File: src/sv/imu_uart_response_parser_macros.svh
// Assertion macros for the IMU UART response parser.
// Needs i_clk and i_rst_n in the scope where a macro is used.
`ifndef IMU_UART_RESPONSE_PARSER_MACROS_SVH
`define IMU_UART_RESPONSE_PARSER_MACROS_SVH

// Checked while out of reset.
`define IURP_ASSERT(lbl, prop, msg) \
    lbl: assert property (@(posedge i_clk) disable iff (!i_rst_n) prop) \
        else $error(msg);

// Checked on every edge, reset included.
`define IURP_ASSERT_ALWAYS(lbl, prop, msg) \
    lbl: assert property (@(posedge i_clk) prop) \
        else $error(msg);

`endif

File: src/sv/iurp_pkg.sv
// Types and constants of the IMU UART response parser.
// No dependencies; used by the channel interfaces and the top level.
`timescale 1ns / 1ps

package iurp_pkg;

    typedef logic [7:0]  t_byte;
    typedef logic [2:0]  t_event;
    typedef logic [8:0]  t_pos;

    // frame headers and status
    localparam t_byte HDR_ACK    = 8'hEE;
    localparam t_byte HDR_READ   = 8'hBB;
    localparam t_byte ACK_OK     = 8'h01;
    localparam t_byte ORIENT_LEN = 8'd6;

    // result event codes
    localparam t_event EV_MID    = 3'd0;
    localparam t_event EV_WOK    = 3'd1;
    localparam t_event EV_WERR   = 3'd2;
    localparam t_event EV_READ   = 3'd3;
    localparam t_event EV_ORIENT = 3'd4;
    localparam t_event EV_DROP   = 3'd5;

    typedef struct packed {
        t_event             event_res;
        t_byte              ack_status;
        t_byte              read_length;
        t_byte              first_data;
        logic signed [15:0] heading_raw;
        logic signed [15:0] pitch_raw;
        logic signed [15:0] roll_raw;
    } t_res;

endpackage

File: src/sv/iurp_if.sv
// Valid/ready channel interfaces of the IMU UART response parser.
// Depends on iurp_pkg.
`timescale 1ns / 1ps

interface iurp_byte_if import iurp_pkg::*; ();
    logic  valid;
    logic  ready;
    t_byte rx_byte;

    modport source (output valid, output rx_byte, input ready);
    modport sink   (input valid, input rx_byte, output ready);
endinterface

interface iurp_res_if import iurp_pkg::*; ();
    logic               valid;
    logic               ready;
    t_event             event_res;
    t_byte              ack_status;
    t_byte              read_length;
    t_byte              first_data;
    logic signed [15:0] heading_raw;
    logic signed [15:0] pitch_raw;
    logic signed [15:0] roll_raw;

    modport source (output valid, output event_res, output ack_status, output read_length,
                    output first_data, output heading_raw, output pitch_raw,
                    output roll_raw, input ready);
    modport sink   (input valid, input event_res, input ack_status, input read_length,
                    input first_data, input heading_raw, input pitch_raw,
                    input roll_raw, output ready);
endinterface

File: src/sv/imu_uart_response_parser.sv
// Each accepted byte gives one result item from the result register.
// Throughput: one byte per cycle unless stalled; a stall only backs up through
//   the input and result registers, so one more byte is taken while a result waits.
// Reset: i_rst_n synchronous, active low; clears both valid flags and the frame
//   state. The data buffer is not cleared; every read of it hits a byte of this frame.
// Depends on iurp_pkg, iurp_if and imu_uart_response_parser_macros.svh.
`timescale 1ns / 1ps
`include "imu_uart_response_parser_macros.svh"

module imu_uart_response_parser import iurp_pkg::*; #(
    parameter int DATA_BYTES = 6    // stored data bytes of a read response, 6..32
) (
    input  logic          i_clk,
    input  logic          i_rst_n,
    iurp_byte_if.sink     i_rx,
    iurp_res_if.source    o_res
);

    localparam int IDX_W = $clog2(DATA_BYTES);

    // ---------------------------------------------------------------
    // Handshake: input register -> decode -> result register.
    // The decode stage advances whenever the result register is empty
    // or being drained, so a byte can enter every cycle.
    // ---------------------------------------------------------------
    logic   r_in_valid;
    t_byte  r_in_byte;
    logic   r_out_valid;
    t_res   r_res;

    logic   s_adv;       // result register can take a new item
    logic   s_in_ready;  // input register can take a new byte
    logic   s_fire;      // decode stage hands an item on

    assign s_adv      = !r_out_valid || o_res.ready;
    assign s_in_ready = !r_in_valid || s_adv;
    assign s_fire     = r_in_valid && s_adv;
    assign i_rx.ready = s_in_ready;

    always_ff @(posedge i_clk) begin
        if (!i_rst_n) begin
            r_in_valid <= 1'b0;
        end else if (s_in_ready) begin
            r_in_valid <= i_rx.valid;
        end
        if (s_in_ready && i_rx.valid) begin
            r_in_byte <= i_rx.rx_byte;
        end
    end

    // ---------------------------------------------------------------
    // Frame state.
    //   r_pos   : 0 = waiting for header, 1 = status/length byte,
    //             2.. = data bytes (data index = r_pos - 2)
    //   r_hdr   : header of the current frame
    //   r_len   : data length of the read response
    //   r_in_rd : read response in progress
    // ---------------------------------------------------------------
    t_pos   r_pos,   n_pos;
    t_byte  r_hdr,   n_hdr;
    t_byte  r_len,   n_len;
    logic   r_in_rd, n_in_rd;
    t_byte  r_data [DATA_BYTES];

    t_res   n_res;
    logic   s_wr_en;
    t_pos   s_didx;

    assign s_didx = r_pos - 9'd2;

    always_comb begin
        n_pos   = r_pos;
        n_hdr   = r_hdr;
        n_len   = r_len;
        n_in_rd = r_in_rd;
        n_res   = '0;
        s_wr_en = 1'b0;

        if (r_pos == 9'd0) begin
            // header byte: anything but the two known headers is dropped
            n_hdr = r_in_byte;
            if (r_in_byte inside {HDR_ACK, HDR_READ}) begin
                n_pos           = 9'd1;
                n_res.event_res = EV_MID;
            end else begin
                n_res.event_res = EV_DROP;
            end
        end else if (r_pos == 9'd1) begin
            if (r_hdr == HDR_ACK) begin
                // write acknowledgement: the status byte ends the frame
                n_res.event_res  = (r_in_byte == ACK_OK) ? EV_WOK : EV_WERR;
                n_res.ack_status = r_in_byte;
                n_pos            = '0;
                n_in_rd          = 1'b0;
                n_len            = '0;
            end else if (r_hdr == HDR_READ) begin
                if (r_in_byte == 8'd0) begin
                    // empty read completes on its length byte
                    n_res.event_res = EV_READ;
                    n_pos           = '0;
                    n_in_rd         = 1'b0;
                    n_len           = '0;
                end else begin
                    n_len           = r_in_byte;
                    n_in_rd         = 1'b1;
                    n_pos           = 9'd2;
                    n_res.event_res = EV_MID;
                end
            end else begin
                // cannot happen from a clean start; resync
                n_pos   = '0;
                n_in_rd = 1'b0;
                n_len   = '0;
            end
        end else if (!r_in_rd) begin
            // data position without a read in progress; resync
            n_pos   = '0;
            n_in_rd = 1'b0;
            n_len   = '0;
        end else begin
            // data byte; bytes past the buffer are only counted
            s_wr_en = (s_didx < 9'(DATA_BYTES));
            if (r_pos >= ({1'b0, r_len} + 9'd1)) begin
                n_res.event_res   = (r_len == ORIENT_LEN) ? EV_ORIENT : EV_READ;
                n_res.read_length = r_len;
                // a one-byte read has its first byte arriving right now
                n_res.first_data  = (s_didx == 9'd0) ? r_in_byte : r_data[0];
                if (r_len == ORIENT_LEN) begin
                    // last byte of a 6-byte read is the roll high byte
                    n_res.heading_raw = {r_data[1], r_data[0]};
                    n_res.pitch_raw   = {r_data[3], r_data[2]};
                    n_res.roll_raw    = {r_in_byte, r_data[4]};
                end
                n_pos   = '0;
                n_in_rd = 1'b0;
                n_len   = '0;
            end else begin
                n_pos           = r_pos + 9'd1;
                n_res.event_res = EV_MID;
            end
        end
    end

    always_ff @(posedge i_clk) begin
        if (!i_rst_n) begin
            r_pos   <= '0;
            r_hdr   <= '0;
            r_len   <= '0;
            r_in_rd <= 1'b0;
        end else if (s_fire) begin
            r_pos   <= n_pos;
            r_hdr   <= n_hdr;
            r_len   <= n_len;
            r_in_rd <= n_in_rd;
        end
    end

    // data buffer, written at the current data index
    always_ff @(posedge i_clk) begin
        if (s_fire && s_wr_en) begin
            r_data[s_didx[IDX_W-1:0]] <= r_in_byte;
        end
    end

    // ---------------------------------------------------------------
    // Result register
    // ---------------------------------------------------------------
    always_ff @(posedge i_clk) begin
        if (!i_rst_n) begin
            r_out_valid <= 1'b0;
        end else if (s_adv) begin
            r_out_valid <= r_in_valid;
        end
        if (s_fire) begin
            r_res <= n_res;
        end
    end

    assign o_res.valid       = r_out_valid;
    assign o_res.event_res   = r_res.event_res;
    assign o_res.ack_status  = r_res.ack_status;
    assign o_res.read_length = r_res.read_length;
    assign o_res.first_data  = r_res.first_data;
    assign o_res.heading_raw = r_res.heading_raw;
    assign o_res.pitch_raw   = r_res.pitch_raw;
    assign o_res.roll_raw    = r_res.roll_raw;

    // ---------------------------------------------------------------
    // Assertions
    // ---------------------------------------------------------------
    logic s_non_orient;    // held result item is valid and not an orientation read
    logic s_non_ack;       // held result item is valid and not a write acknowledgement
    logic s_angles_zero;   // all three angle fields are zero
    logic s_pos_in_frame;  // data position lies inside the read frame
    logic s_idle;          // nothing in flight, parser at frame start

    assign s_non_orient   = r_out_valid && (r_res.event_res != EV_ORIENT);
    assign s_non_ack      = r_out_valid && (r_res.event_res != EV_WOK)
                            && (r_res.event_res != EV_WERR);
    assign s_angles_zero  = (r_res.heading_raw == 16'sd0) && (r_res.pitch_raw == 16'sd0)
                            && (r_res.roll_raw == 16'sd0);
    assign s_pos_in_frame = (r_pos >= 9'd2) && (r_pos <= ({1'b0, r_len} + 9'd1));
    assign s_idle         = !r_out_valid && !r_in_valid && (r_pos == 9'd0);

    `IURP_ASSERT(a_read_hdr, (r_in_rd |-> r_hdr == HDR_READ), "read without read header")
    `IURP_ASSERT(a_pos_bound, (r_in_rd |-> s_pos_in_frame), "data position out of frame")
    `IURP_ASSERT(a_orient_only, (s_non_orient |-> s_angles_zero), "angles on plain item")
    `IURP_ASSERT(a_ack_only, (s_non_ack |-> r_res.ack_status == 8'd0), "status on non-ack item")
    `IURP_ASSERT_ALWAYS(a_rst_idle, (!i_rst_n |=> s_idle), "pipeline not idle after reset")

endmodule

File: src/flat_wrapper.sv
// flat-port wrapper written by rule: the top's interface ports become plain ports
module imu_uart_response_parser_flat import iurp_pkg::*;
#(
    parameter int DATA_BYTES = 6                                                  
)
  (i_clk, i_rst_n, i_rx_valid, i_rx_rx_byte, i_rx_ready, o_res_valid, o_res_event_res, o_res_ack_status, o_res_read_length, o_res_first_data, o_res_heading_raw, o_res_pitch_raw, o_res_roll_raw, o_res_ready);
  iurp_byte_if i_rx_i ();
  iurp_res_if o_res_i ();
  input  logic i_clk;
  input  logic i_rst_n;
  input wire logic [$bits(i_rx_i.valid)-1:0] i_rx_valid;
  input wire logic [$bits(i_rx_i.rx_byte)-1:0] i_rx_rx_byte;
  output wire logic [$bits(i_rx_i.ready)-1:0] i_rx_ready;
  output wire logic [$bits(o_res_i.valid)-1:0] o_res_valid;
  output wire logic [$bits(o_res_i.event_res)-1:0] o_res_event_res;
  output wire logic [$bits(o_res_i.ack_status)-1:0] o_res_ack_status;
  output wire logic [$bits(o_res_i.read_length)-1:0] o_res_read_length;
  output wire logic [$bits(o_res_i.first_data)-1:0] o_res_first_data;
  output wire logic [$bits(o_res_i.heading_raw)-1:0] o_res_heading_raw;
  output wire logic [$bits(o_res_i.pitch_raw)-1:0] o_res_pitch_raw;
  output wire logic [$bits(o_res_i.roll_raw)-1:0] o_res_roll_raw;
  input wire logic [$bits(o_res_i.ready)-1:0] o_res_ready;
  assign i_rx_i.valid = i_rx_valid;
  assign i_rx_i.rx_byte = i_rx_rx_byte;
  assign i_rx_ready = i_rx_i.ready;
  assign o_res_valid = o_res_i.valid;
  assign o_res_event_res = o_res_i.event_res;
  assign o_res_ack_status = o_res_i.ack_status;
  assign o_res_read_length = o_res_i.read_length;
  assign o_res_first_data = o_res_i.first_data;
  assign o_res_heading_raw = o_res_i.heading_raw;
  assign o_res_pitch_raw = o_res_i.pitch_raw;
  assign o_res_roll_raw = o_res_i.roll_raw;
  assign o_res_i.ready = o_res_ready;
  imu_uart_response_parser #(.DATA_BYTES(DATA_BYTES)) u_core (.i_clk(i_clk), .i_rst_n(i_rst_n), .i_rx(i_rx_i), .o_res(o_res_i));
endmodule
File: config.mk
export PLATFORM = sky130hd
export DESIGN_NAME = imu_uart_response_parser_flat
export DESIGN_NICKNAME = d
export VERILOG_FILES = /design/src/sv/iurp_pkg.sv /design/src/sv/iurp_if.sv /design/src/sv/imu_uart_response_parser.sv /design/src/flat_wrapper.sv
export VERILOG_INCLUDE_DIRS = /design/src /design/src/sv
export SDC_FILE = /design/constraint.sdc
export NUM_CORES = 1
export LEC_CHECK = 0
export BUFFER_PORTS_ARGS = -buffer_cell sky130_fd_sc_hd__buf_2
export CORE_MARGIN = 5
export CORE_UTILIZATION = 53
export CTS_BUF_LIST = sky130_fd_sc_hd__clkbuf_4 sky130_fd_sc_hd__clkbuf_8
export DETAILED_ROUTE_END_ITERATION = 12
export HOLD_SLACK_MARGIN = 0.15
export PLACE_DENSITY = 0.86
export SETUP_SLACK_MARGIN = 0.3
export SLEW_MARGIN = 5
export SYNTH_ARGS = -nofsm -noshare
export SYNTH_HDL_FRONTEND = slang
export SYNTH_SLANG_ARGS = --single-unit
File: constraint.sdc
create_clock -name i_clk -period 4.2 [get_ports i_clk]
set_input_delay 0.84 -clock i_clk [delete_from_list [all_inputs] [get_ports i_clk]]
set_output_delay 0.84 -clock i_clk [all_outputs]
set_load 0.01 [all_outputs]
======== Yosys cells after proc, flatten, opt, wreduce, memory -nomap -nowiden ========
Memories as Yosys holds them, arrays and structs flattened. A register that Yosys moved wholly into a read port is not among the register bits.
Index checks and enable logic that the tools add are counted.
word-level totals
  register bits after elaboration ......... 95
  bits in writable memories ............... 48
  output and inout port bits .............. 77
  memories kept ........................... 1
memories
  name           words  width  read ports  clocked after Yosys merged registers in  wr ports  line                            text
  u_core.r_data  6      8      5           4                                        1         imu_uart_response_parser.sv:63  t_byte r_data [DATA_BYTES];
cells by class
  $add $sub $neg .......................... 3
  $lt $le $gt $ge ......................... 2
  eq/ne operators ......................... 9
  muxes and demuxes ....................... 36
  bitwise logic cells ..................... 6
  reduce and logical (&&, ||, !) cells .... 18
operators by type and width
  kind                 number
  $mux 8               7
  $mux 9               6
  $eq 8x8->1 const B   4
  $mux 3               8
  $logic_not 9->1      2
  $mux 1               11
  $add 8x1->9 const B  1
  $add 9x1->9 const B  1
  $eq 9x1->1 const B   1
  $ge 9x9->1           1
  $lt 9x3->1 const B   1
  $sub 9x2->9 const B  1
  $eq 8x1->1 const B   1
  $eq 8x3->1 const B   1
  $logic_not 8->1      1
  $mux 2               4
  $not 1->1            6
  $reduce_and 2->1     3
  $reduce_or 5->1      1
  $reduce_or 4->1      1
  $logic_and 1x1->1    3
  $ne 3x3->1 const B   1
  $reduce_and 3->1     1
  $reduce_or 3->1      1
  4 further kinds      6

======== Longest topological paths before layout ========
  depth after elaboration ................. 8
  gate-level depth with buffers ........... 13
  gate-level depth less buffers ........... 11

======== Worst setup path after synthesis ========
Ideal clock, no wire load.
  path type ............................... input-to-reg
  start ................................... input port o_res_ready
  end ..................................... memory u_core.r_data[1][0] in the netlist's numbering, enable pin
  arrival time ............................ 3.667 ns
  slack ................................... 0.163 ns
  stages .................................. 8
  path buffers ............................ 2
  cells stage by stage .................... nor2b_1 -> nand2b_1 -> clkbuf_1 -> inv_1 -> and2_4 -> buf_6 -> nand3_1 -> nor2_1
on the way
  longest elaborated chain between the ends .. 5
ends and longest elaborated chain
  what                          line                             text
  from (decl)                   flat_wrapper.sv:22               input wire logic [$bits(o_res_i.ready)-1:0] o_res_ready;
  $logic_or 1x1->1              imu_uart_response_parser.sv:35   assign s_adv = !r_out_valid || o_res.ready;
  $logic_and 1x1->1             imu_uart_response_parser.sv:37   assign s_fire = r_in_valid && s_adv;
  named net u_core.s_fire       imu_uart_response_parser.sv:33   logic s_fire;
  $logic_and 1x1->1             imu_uart_response_parser.sv:160  if (s_fire && s_wr_en) begin
  $mux 1                        imu_uart_response_parser.sv:160
  $mux 1 (not written as such)  imu_uart_response_parser.sv:161  r_data[s_didx[IDX_W-1:0]] <= r_in_byte;
  to (decl)                     imu_uart_response_parser.sv:63
The timed path passes the listed nets, and every way through them passes these cells.

==> flow_summary.json <==
{
  "critPathMaxFanout": 48,
  "gr-usage-met2": 0.302,
  "viasPerCell": 5.60,
  "synth_fa_ha_area_frac": 0.0408,
  "synth.cell_area_sq_um": 6130,
  "syn_to_final_growth_pct": 15.9,
  "layout-drive-gt1-share": 0.237,
  "drc": 0,
  "dp.cells": 657,
  "post_cts_buffers": 0,
  "core_sq_um": 11400,
  "die_w_microns": 118,
  "routed_wl_mm": 12.4,
  "antenna_found_initial": 0,
  "fmax_mhz": 274,
  "placed_cell_area_sq_um": 6720,
  "hold_viol_final": 0,
  "tightest_slew_ns": 0.982,
  "grt_use_met3": 0.0557,
  "yosys_warnings": 0,
  "antenna_left": 0,
  "cts_num_sinks": 151,
  "fin_worst_skew_ns": 0.0106,
  "antenna_cells": 0,
  "synth_top_area_share": 0.603,
  "layout_min_cycle_time_ns": 3.65,
  "grt_max_degree": 77,
  "endpoint_kind": "flip-flop",
  "port_buffers": 88,
  "rows": 39,
  "cts_root_buf": "clkbuf_8",
  "slew_viol_final": 0,
  "synth-simple-area-share": 0.159,
  "fill_cells": 810,
  "fin_crit_sh": 0.869,
  "powerDensity_nw_per_um2": 402,
  "stdcell_area_sq_um": 7100,
  "max-cap-violations": 0,
  "p_leak_nw": 2.60,
  "peakVddDrop_v": 0.000209,
  "clk_latency_ns": 0.43,
  "syn_inst": 434,
  "synth_flop_cell": "edfxtp_1",
  "grt_pass1_vias": 3875,
  "start_kind": "flip-flop",
  "clk_path_buf_depth": 2,
  "crit_chain": "ha_1 -> and3_1 -> nand3_1 -> xor2_1 -> ha_1 -> a21oi_1 -> o21ai_0 -> a41o_1 -> o21ai_1 -> nor2_4 -> or2_2",
  "worstSetupPathType": "flip-flop to flip-flop",
  "htreeDepth": 4,
  "dr.first_iter.drc_count": 361,
  "synth_cell_types": 51,
  "holdBufCountCts": 0,
  "numCtsBuffers": 17,
  "timing.final.ws_setup_ns": 0.549,
  "ys_seq_elements": 151,
  "synth_compound_area_frac": 0.0570,
  "postCtsResizedCells": 0,
  "final_cells": 688,
  "syn_avg_cell_area_sq_um": 14.1,
  "synth_top_area_cell": "edfxtp_1",
  "pre_cts_ws_ns": 0.433,
  "path_delay_family": "compound AO/OA/AOI/OAI gates",
  "grt_pass1_wl_mm": 20.1,
  "seq_area_frac_synth": 0.694,
  "rsz0062_at_grt": "false",
  "setup_tns_ns": 0,
  "cts_tree": "done",
  "slew-limit-headroom": 0.341,
  "dr_total_vias": 3854,
  "synth_top_family_by_area": "simple AND/OR/NAND/NOR gates",
  "crit_required_ns": 4.38,
  "wl_per_cell_microns": 18.0,
  "crit_top_cell": "ha_1",
  "setup_viol": 0,
  "worst-path-buf-inv": 0,
  "place_congestion": 0.850,
  "synthArstFlopShare": 0,
  "num_io_pins": 89,
  "fp.dieArea_sq_um": 13800,
  "status": "finished clean",
  "holdWs_ns": 0.515,
  "grt_use_met1": 0.224,
  "clk_pin_slew_ns": 0.08,
  "synth_edf_count": 123,
  "grt_use_total": 0.182,
  "synthMuxAreaShare": 0.0245,
  "grt-ovfl-total": 0,
  "busiest_layer": "met2",
  "cp_slowest_cell": "o21ai_1",
  "synthTopCellsByArea": "edfxtp_1 (60%), dfxtp_1 (9.1%), and2_1 (6.7%)",
  "first_pass_iters": 5,
  "die_y_microns": 118,
  "slowest_delay_ns": 0.77,
  "hp-class": "flip-flop to flip-flop",
  "nets": 565,
  "synth_xor_area_frac": 0.0100,
  "syn_nets": 466,
  "hpwl_mm": 8.25,
  "cp.arrival_ns": 3.83,
  "initial_utilization": 0.539
}
## per-layer routing
| layer | up-vias | routed length [microns] |
|---|---|---|
| li1 | 1792 | - |
| met1 | 1859 | 4950 |
| met2 | 170 | 6270 |
| met3 | 33 | 891 |
| met4 | 0 | 240 |
| met5 | - | 0 |
## state kept, by name, summed over array words and instances (netlist names)
name,count
u_core.r_data,40
o_res_heading_raw,16
o_res_pitch_raw,16
u_core.r_pos,9
o_res_roll_raw,8
u_core.o_res.ack_status,8
u_core.o_res.first_data,8
u_core.o_res.read_length,8
u_core.o_res.roll_raw,8
u_core.r_hdr,8
u_core.r_in_byte,8
u_core.r_len,8
u_core.o_res.event_res,3
u_core.o_res.valid,1
u_core.r_in_rd,1
u_core.r_in_valid,1
## final cells by class
| type | count | area, sq um | area share |
|---|---|---|---|
| Timing Repair Buffer | 90 | 455 | 0.0641 |
| Sequential cell | 151 | 4250 | 0.599 |
| Clock inverter | 13 | 138 | 0.0194 |
| Tap cell | 143 | 179 | 0.0252 |
| Clock buffer | 18 | 241 | 0.0340 |
| Inverter | 10 | 41.3 | 0.00581 |
| Multi-Input combinational cell | 263 | 1800 | 0.253 |
## kinds of logic (layout without fill, tap and decap cells)
family,after synthesis,after routing
AOI/OAI and AO/OA,48,48
adders and majority gates,20,20
buffers and inverters,20,131
DFF,151,151
muxes,15,15
xor gates and xnor gates,7,7
and+or+nand+nor,173,173
## power breakdown
group	leakage, nW	switching, mW	internal, mW
Clock	0.187	0.491	0.575
Combinational	1.08	0.0655	0.0363
Sequential	1.33	0.0313	1.66
## Yosys cell counts (5+ instances only)
master,n
o21ai_0,7
a21oi_1,7
dfxtp_1,28
nor3_1,5
nand3_1,12
ha_1,20
clkbuf_1,7
inv_1,10
nand2_1,18
and2_1,66
a22o_1,10
mux2i_1,15
nor2_1,38
edfxtp_1,123
## worst register-to-register path: cells and delay by family (launching register included)
| kind | cells | cell delay [ns] |
|---|---|---|
| AO/OA/AOI/OAI | 4 | 1.24 |
| XOR/XNOR | 1 | 0.16 |
| flip-flops | 1 | 0.42 |
| adder cells (fa/ha/maj) | 2 | 0.50 |
| AND/OR/NAND/NOR | 4 | 1.07 |
## path summary, 6_finish.rpt
check | endpoint | cells after the start | start | slack (ns)
hold / removal | u_core.r_hdr[3]$_SDFFE_PN0P_ | 2 | u_core.r_hdr[3]$_SDFFE_PN0P_ | 0.51
setup / recovery | u_core.o_res.event_res[2]$_DFFE_PP_ | 11 | u_core.r_len[1]$_SDFFE_PN0P_ | 0.55
hold reg to reg | u_core.r_hdr[3]$_SDFFE_PN0P_ | 2 | u_core.r_hdr[3]$_SDFFE_PN0P_ | 0.51
setup reg to reg | u_core.o_res.event_res[2]$_DFFE_PP_ | 11 | u_core.r_len[1]$_SDFFE_PN0P_ | 0.55
## per-stage QoR
step / power [mW] / utilization
after global placement: 1.82 / 0.591
after global routing: 2.96 / 0.625
after CTS: 2.87 / 0.624
after detailed placement: 1.82 / 0.591
after floorplan: 1.76 / -
final: 2.86 / 0.625
## cells in the final DEF (no fill, tap or decap), types with 5 or more instances in the layout
cell	n
ha_1	20
dfxtp_1	28
nor3_1	5
buf_2	88
clkbuf_8	17
and2_1	66
a22o_1	10
a21oi_1	7
inv_1	9
mux2i_1	15
clkinv_1	6
o21ai_0	7
nand2_1	18
edfxtp_1	123
nand3_1	12
nor2_1	37
No activity file was read; power rests on OpenSTA's default activity.
